--- src/rtl/lzwc_pkg.sv ---
// ----------------------------------------------------------------------------
// lzwc_pkg: shared types and constants of the LZW compressor
// Code widths, dictionary geometry, controller states and the write request
// that the controller sends to the row of dictionary cells.
// ----------------------------------------------------------------------------
package lzwc_pkg;

  localparam int CODE_BITS    = 12;
  localparam int DICT_ENTRIES = 4096;
  localparam int CODE_LIMIT   = (DICT_ENTRIES < (1 << CODE_BITS)) ?
                                DICT_ENTRIES : (1 << CODE_BITS);
  localparam int LIMIT_BITS   = $clog2(CODE_LIMIT);
  localparam int NEXT_W       = CODE_BITS + 1;
  localparam int FIRST_FREE   = 257;
  localparam int KEY_W        = CODE_BITS + 8;

  // Each cell holds a fixed slice of consecutive codes.
  localparam int CELL_IDX_BITS = 4;
  localparam int CELL_ENTRIES  = 1 << CELL_IDX_BITS;
  localparam int NUM_CELLS     = CODE_LIMIT / CELL_ENTRIES;
  localparam int CELL_SEL_BITS = LIMIT_BITS - CELL_IDX_BITS;

  // Cells are merged in groups before the final merge.
  localparam int GROUP_CELLS = 16;
  localparam int NUM_GROUPS  = NUM_CELLS / GROUP_CELLS;

  localparam int TDATA_W = ((CODE_BITS + 7) / 8) * 8;

  typedef enum logic [2:0] {
    ST_IDLE,
    ST_CMP,
    ST_RED1,
    ST_RED2,
    ST_DEC
  } ctrl_state_e;

  typedef struct packed {
    logic                  en;
    logic [LIMIT_BITS-1:0] code;
    logic [KEY_W-1:0]      key;
  } dict_wr_t;

  typedef struct packed {
    logic [CODE_BITS-1:0] code;
    logic                 last;
  } out_item_t;

endpackage

--- src/rtl/lzwc_cell.sv ---
// ----------------------------------------------------------------------------
// lzwc_cell: one slice of the dictionary
// Holds the (prefix, byte) keys of a fixed run of codes, compares them all
// against the broadcast search key and registers the code of the match.
// ----------------------------------------------------------------------------
module lzwc_cell (
  input  logic                                clk_i,
  input  logic [lzwc_pkg::CELL_SEL_BITS-1:0]  cell_idx_i,
  input  logic [lzwc_pkg::KEY_W-1:0]          key_i,
  input  logic [lzwc_pkg::NEXT_W-1:0]         next_free_i,
  input  lzwc_pkg::dict_wr_t                  wr_i,
  output logic [lzwc_pkg::CODE_BITS-1:0]      hit_o
);

  logic [lzwc_pkg::KEY_W-1:0]     ent_q [lzwc_pkg::CELL_ENTRIES];
  logic [lzwc_pkg::CODE_BITS-1:0] hit_d, hit_q;

  always_ff @(posedge clk_i) begin
    if (wr_i.en && (wr_i.code[lzwc_pkg::LIMIT_BITS-1:lzwc_pkg::CELL_IDX_BITS] == cell_idx_i))
    begin
      ent_q[wr_i.code[lzwc_pkg::CELL_IDX_BITS-1:0]] <= wr_i.key;
    end
    hit_q <= hit_d;
  end

  // Only codes between the first learned code and the next free one are live;
  // keys are unique among live entries, so the matches can simply be ORed.
  always_comb begin
    logic [lzwc_pkg::LIMIT_BITS-1:0] code;
    logic [lzwc_pkg::NEXT_W-1:0]     code_x;
    hit_d = '0;
    for (int j = 0; j < lzwc_pkg::CELL_ENTRIES; j++) begin
      code   = {cell_idx_i, lzwc_pkg::CELL_IDX_BITS'(j)};
      code_x = lzwc_pkg::NEXT_W'(code);
      if ((code_x >= lzwc_pkg::NEXT_W'(lzwc_pkg::FIRST_FREE)) && (code_x < next_free_i)
          && (ent_q[j] == key_i)) begin
        hit_d = hit_d | lzwc_pkg::CODE_BITS'(code);
      end
    end
  end

  assign hit_o = hit_q;

endmodule

--- config.mk ---
export PLATFORM = sky130hd
export DESIGN_NAME = lzwc_cell
export DESIGN_NICKNAME = d
export VERILOG_FILES = /design/src/rtl/lzwc_pkg.sv /design/src/rtl/lzwc_cell.sv
export SDC_FILE = /design/constraint.sdc
export NUM_CORES = 1
export LEC_CHECK = 0
export BUFFER_PORTS_ARGS = -buffer_cell sky130_fd_sc_hd__buf_2
export CAP_MARGIN = 20
export CORE_MARGIN = 3
export CORE_UTILIZATION = 45
export CTS_CLUSTER_SIZE = 14
export DETAILED_ROUTE_END_ITERATION = 7
export GPL_TIMING_DRIVEN = 0
export SLEW_MARGIN = 10
export SYNTH_ARGS = -nofsm -noshare
export SYNTH_HDL_FRONTEND = slang
export SYNTH_SLANG_ARGS = --single-unit
--- constraint.sdc ---
create_clock -name clk_i -period 3.9 [get_ports clk_i]
set_input_delay 0.78 -clock clk_i [delete_from_list [all_inputs] [get_ports clk_i]]
set_output_delay 0.78 -clock clk_i [all_outputs]
set_load 0.005 [all_outputs]
# --- After elaboration in Yosys (flattened, before gate mapping) ---
# Memory sizes are Yosys's and may differ from the RTL's.
# Cells that the tools add are included.
word_totals:
  elab_cells: 117
  ramBits: 320
  mem_bits_ro: 0
  reg_bits: 12
  latch_bits: 0
  mem_count: 1
  output_inout_bits: 12
memory_table:
  columns: ["name", "words", "width", "read_ports", "rd_ports_with_merged_regs", "wr", "line", "text"]
  rows:
  - ["ent_q", 16, 20, 16, 0, 1, "lzwc_cell.sv:15", "logic [lzwc_pkg::KEY_W-1:0] ent_q [lzwc_pkg::CELL_ENTRIES];"]
op_classes:
  magnitude_cmp: 32
  shifts: 0
  muxes: 18
  n_eq_ne: 17
  n_addsub: 0
  reduce_logical: 33
  div_mod_pow: 0
  mul: 0
  n_bitwise: 15
op_table:
  columns: ["op", "count"]
  rows:
  - ["$eq A20 B20 Y1", 16]
  - ["$lt A12 B13 Y1", 16]
  - ["$ge A12 B9 Y1 const B", 16]
  - ["$mux W12", 16]
  - ["$or A12 B12 Y12", 15]
  - ["$logic_and A1 B1 Y1", 33]
  - ["$eq A8 B8 Y1", 1]
  - ["$mux W1", 2]

# --- Logic depth before layout (Yosys ltp) ---
logic_depth:
  word_depth: 34
  mapped_depth: 10
  depth_no_buf: 9

# --- Least setup slack after synthesis ---
# OpenSTA, ideal clock, no wires.
synth_timing:
  path_kind: "input-to-reg"
  from: "input port cell_idx_i[4] (netlist name)"
  to: "memory ent_q[0][0] (netlist name), enable pin"
  setup_time_ns: 0.422
  arrival_ns: 3.265
  stages: 7
  n_path_buf: 0
  setup_slack_ns: 0.213
  t_required_ns: 3.478
  cell_sequence: "xor2_1 nor4_1 nand3_1 nor4_1 nor2b_1 nand2b_1 nor3_1"
synth_between:
  elab_chain_len: 4
synth_lines:
  columns: ["item", "line", "text"]
  rows:
  - ["start, declared", "lzwc_cell.sv:8", "input logic [lzwc_pkg::CELL_SEL_BITS-1:0] cell_idx_i,"]
  - ["$eq A8 B8 Y1", "lzwc_cell.sv:19", "if (wr_i.en && (wr_i.code[lzwc_pkg::LIMIT_BITS-1:lzwc_pkg::CELL_IDX_BITS] == cell_idx_i))"]
  - ["$logic_and A1 B1 Y1", "lzwc_cell.sv:19", null]
  - ["$mux W1", "lzwc_cell.sv:19", null]
  - ["$mux W1 (not written as such)", "lzwc_cell.sv:21", "ent_q[wr_i.code[lzwc_pkg::CELL_IDX_BITS-1:0]] <= wr_i.key;"]
  - ["end, declared", "lzwc_cell.sv:15", null]
# Every way passes these cells.

# --- Final worst setup path ---
layout_timing:
  from: "input port key_i[18] (netlist name)"
  to: "register hit_q, in the netlist hit_o[2]"
layout_between:
  elab_chain_len: 31
  word_cells_on_any_way: 59
  cone_classes: "15 x eq/ne; 15 x mux; 14 x bitwise; 15 x reduce/logical"
layout_lines:
  columns: ["item", "line", "text"]
  rows:
  - ["start, declared", "lzwc_cell.sv:9", "input logic [lzwc_pkg::KEY_W-1:0] key_i,"]
  - ["$eq A20 B20 Y1", "lzwc_cell.sv:36", "&& (ent_q[j] == key_i)) begin"]
  - ["$logic_and A1 B1 Y1", "lzwc_cell.sv:36", null]
  - ["$mux W12", "lzwc_cell.sv:35", "if ((code_x >= lzwc_pkg::NEXT_W'(lzwc_pkg::FIRST_FREE)) && (code_x < next_free_i)"]
  - ["$or A12 B12 Y12", "lzwc_cell.sv:37", "hit_d = hit_d | lzwc_pkg::CODE_BITS'(code);"]
  - ["$mux W12", "lzwc_cell.sv:35", null]
  - ["$or A12 B12 Y12", "lzwc_cell.sv:37", null]
  - ["$mux W12", "lzwc_cell.sv:35", null]
  - ["$or A12 B12 Y12", "lzwc_cell.sv:37", null]
  - ["[15 not listed]", null, null]
  - ["$or A12 B12 Y12", "lzwc_cell.sv:37", null]
  - ["$mux W12", "lzwc_cell.sv:35", null]
  - ["$or A12 B12 Y12", "lzwc_cell.sv:37", null]
  - ["$mux W12", "lzwc_cell.sv:35", null]
  - ["$or A12 B12 Y12", "lzwc_cell.sv:37", null]
  - ["$mux W12", "lzwc_cell.sv:35", null]
  - ["$or A12 B12 Y12", "lzwc_cell.sv:37", null]
  - ["$mux W12 *", "lzwc_cell.sv:35", null]
  - ["end signal, assigned", "lzwc_cell.sv:23", "hit_q <= hit_d;"]
  - ["end, declared", "lzwc_cell.sv:16", "logic [lzwc_pkg::CODE_BITS-1:0] hit_d, hit_q;"]
# Every way passes the cells marked *; elsewhere a longest branch is shown, timed or not.

==> impl_metrics.env <==
export IMPL_final_cells=1483
export IMPL_setup_viol=0
export IMPL_async_reset_ff_share_pct=0
export IMPL_hpwlAfterDp_um=25300
export IMPL_cts_buffer_depth=3
export IMPL_rsz0062_at_grt="no"
export IMPL_synthAdderAreaFrac_pct=0.775
export IMPL_seq_area_frac_synth_pct=67.8
export IMPL_fin_crit_sh_pct=77.4
export IMPL_cts_root_buf="clkbuf_16"
export IMPL_final_area_um2=16700
export IMPL_critPathKind="primary input to register"
export IMPL_synth_compound_area_share_pct=2.19
export IMPL_status="complete, no violations"
export IMPL_clock_power_share_pct=41.5
export IMPL_worstSetupEndpointType="register"
export IMPL_slew_headroom_pct=41.2
export IMPL_crit_family="simple AND/OR/NAND/NOR gates"
export IMPL_post_cts_buffers=0
export IMPL_fin_crit_ns=3.02
export IMPL_synth_top_family_by_area="XOR/XNOR gates"
export IMPL_critical_path_max_stage_delay_ns=0.78
export IMPL_syn_to_final_growth_pct=15.0
export IMPL_cts_made_buffers=35
export IMPL_routedWlPerCell_um=26.5
export IMPL_placed_cells=1426
export IMPL_drive_gt1_share_pct=18.2
export IMPL_hold_buffers=0
export IMPL_synth_edff_count=320
export IMPL_start_util_pct=45.8
export IMPL_num_rows=65
export IMPL_synth_simple_area_share_pct=7.29
export IMPL_grt_usage_pct=23.0
export IMPL_vias=8085
export IMPL_min_path_type="primary input to register"
export IMPL_cts_sinks=332
export IMPL_crit_fanout=10
export IMPL_hp_start="cell_idx_i[0]"
export IMPL_startpoint="key_i[18]"
export IMPL_reg2reg_slack_ns=1.40
export IMPL_p_per_area_nw_per_um2=450
export IMPL_tightest_slew_ns=0.874
export IMPL_io_buffers=64
export IMPL_ys_ff_latch=332
export IMPL_fin_nets=1145
export IMPL_cts_tree="done"
export IMPL_synthesis_nets=1025
export IMPL_ys_warn_count=0
export IMPL_synthCells=941
export IMPL_crit_top_cell="o21ai_0"
export IMPL_die_y_um=186
export IMPL_wirelength_um=39400
export IMPL_design_core_area_um2=31700
export IMPL_seqPwrFrac_pct=52.0
export IMPL_crit_buf_inv=2
export IMPL_drtPass1Iterations=5
export IMPL_p_switching_mw=1.63
export IMPL_antenna_found_initial=1
export IMPL_synth_ff_type="edfxtp_1"
export IMPL_synth_top_cells_by_area="edfxtp_1 66%, xnor2_1 12%, xor2_1 7.7%, nand4_1 2.4%, dfxtp_1 1.7%"
export IMPL_peakVddDrop_mv=0.359
export IMPL_syn_cell_area_um2=14500
export IMPL_cts_htree_levels=2
export IMPL_synth_top_area_cell="edfxtp_1"
export IMPL_via_per_inst=5.45
export IMPL_muxShareOfSynthArea_pct=0
export IMPL_worstReg2RegStart="ent_q[14][9]"
export IMPL_required_ns=4.25
export IMPL_crit_path_top_delay_cell="nor4_1"
export IMPL_die_w_um=186
export IMPL_drt_iter0_markers=653
export IMPL_finalSetupTns_ns=0
export IMPL_grt_max_degree=21
export IMPL_path_clk_slew_ns=0.06
export IMPL_avgSynthCellArea_um2=15.4
export IMPL_clock_fmax_ghz=0.331
export IMPL_leakage_nw=5.45
export IMPL_postCtsResizedCells=0
export IMPL_worstSkewPairLatency_ns=0.52
export IMPL_p_int_mw=5.89
export IMPL_placed_area_um2=15700
export IMPL_grt_pass1_wl_um=55300
export IMPL_maxCapViolations=0
export IMPL_cp_cell_sequence="buf_2 -> buf_4 -> xnor2_1 -> nand4_1 -> nor4_1 -> o2111ai_1 -> o21ai_0 -> nor3_1 -> o21ai_0"
export IMPL_antenna_cells=0
export IMPL_swShare_pct=21.7
export IMPL_drv_slew=0
export IMPL_synth_xor_area_share_pct=19.8
export IMPL_pin_count=87
export IMPL_comb_power_share_pct=6.6
export IMPL_synth_top_area_share_pct=66.1
export IMPL_overflow=0
export IMPL_die_area_um2=34500
export IMPL_fin_worst_skew_ns=0.0207
export IMPL_start_kind="primary input"
export IMPL_hold_viol_final=0
export IMPL_drc_errors=0
export IMPL_routabilityCongestion=0.828
export IMPL_antenna_left=0
export IMPL_critPathArrivalTime_ns=3.37
export IMPL_ys_types=52
export IMPL_grt_pass1_vias=7922
[placed cells by master (no fill, tap or decap), types with 2 or more instances in the layout]
cell type,instances
nor3_1,11
nor4_1,38
buf_2,86
xnor2_1,201
nand4_1,56
edfxtp_1,320
nand3_1,8
buf_4,22
a21boi_1,7
buf_6,7
nor2b_1,2
buf_8,11
clkinv_2,2
nand2b_1,5
dfxtp_1,12
ha_1,9
or4_1,4
clkinv_1,7
bufinv_16,2
o21ai_0,6
xor2_1,127
a2111oi_0,2
o211ai_1,2
clkbuf_1,10
nor4_4,2
nor2_1,8
o2111ai_1,2
nor3_2,5
a21o_1,2
o21a_1,3
inv_1,11
a21oi_1,9
nor2_2,11
clkbuf_16,36
nand2_1,9
[tightest hold or removal path, delay by kind of cell]
| kind | cells | cell delay [ns] |
|---|---|---|
| AO/OA/AOI/OAI | 1 | 0.04 |
| buffers and inverters | 2 | 0.21 |
[per-layer routing]
metal  GRT usage (%)  wire length (µm)
met5               0                 0
met2            39.0             19500
met4            5.21               813
met3            2.78              2180
met1            32.1             16900
[cell type report]
cell class | count | area (µm²)
inverter | 11 | 41.3
timing repair buffer | 83 | 564
clock inverter | 13 | 121
sequential | 332 | 9850
tap | 402 | 503
clock buffer | 44 | 931
fill | 2641 | 15000
buffer | 45 | 283
multi-input combinational | 553 | 4420
[registers in the layout (all words and copies together) (netlist names)]
register and count:
ent_q 320, hit_o 12
[cell usage after synthesis (2+ instances only)]
| library cell | number |
|---|---|
| nor2_1 | 20 |
| nor3_1 | 15 |
| nand4_1 | 56 |
| ha_1 | 9 |
| a21o_1 | 2 |
| xor2_1 | 127 |
| nor4_1 | 38 |
| a2111oi_0 | 2 |
| buf_4 | 19 |
| xnor2_1 | 201 |
| or4_1 | 4 |
| edfxtp_1 | 320 |
| nand2b_1 | 5 |
| dfxtp_1 | 12 |
| nor4_4 | 2 |
| o21ai_0 | 6 |
| buf_2 | 22 |
| inv_1 | 11 |
| a21oi_1 | 9 |
| a21boi_1 | 7 |
| buf_6 | 2 |
| nand2_1 | 9 |
| o21a_1 | 3 |
| nand3_1 | 8 |
| o2111ai_1 | 2 |
| nor2b_1 | 2 |
| clkbuf_1 | 2 |
| o211ai_1 | 2 |
[cells by family after synthesis]
| logic type | after synthesis |
|---|---|
| flops | 332 |
| xor+xnor | 328 |
| simple gates | 173 |
| buf+inv | 56 |
| compound gates | 43 |
| fa+ha+maj | 9 |
[final timing paths]
| check | endpoint | cells past startpoint |
|---|---|---|
| max | hit_o[2] | 9 |
| min | hit_o[4] | 3 |
| max reg2reg | hit_o[2] | 7 |
| min reg2reg | hit_o[0] | 5 |
[power groups by stage]
stage	Clock [mW]	Sequential, mW	Combinational (mW)
after floorplan	0	3.98	0.272
after detailed placement	0	3.98	0.497
final	3.12	3.91	0.493
after global routing	3.31	3.90	0.529
after CTS	3.16	3.91	0.499
after global placement	0	3.98	0.490
[per-stage QoR]
stage / setup slack, ns / hold WS (ns) / utilization (%) / power (mW)
2_1_floorplan: 0.213 / 0.641 / - / 4.25
3_3_place_gp: -1.17 / 0.849 / 48.4 / 4.47
3_5_place_dp: 0.340 / 0.855 / 49.4 / 4.48
4_1_cts: 0.855 / 0.556 / 52.7 / 7.57
5_1_grt: 0.673 / 0.563 / 52.7 / 7.75
6_report: 0.883 / 0.573 / 52.7 / 7.52
Power figures use the tool's default switching activity.
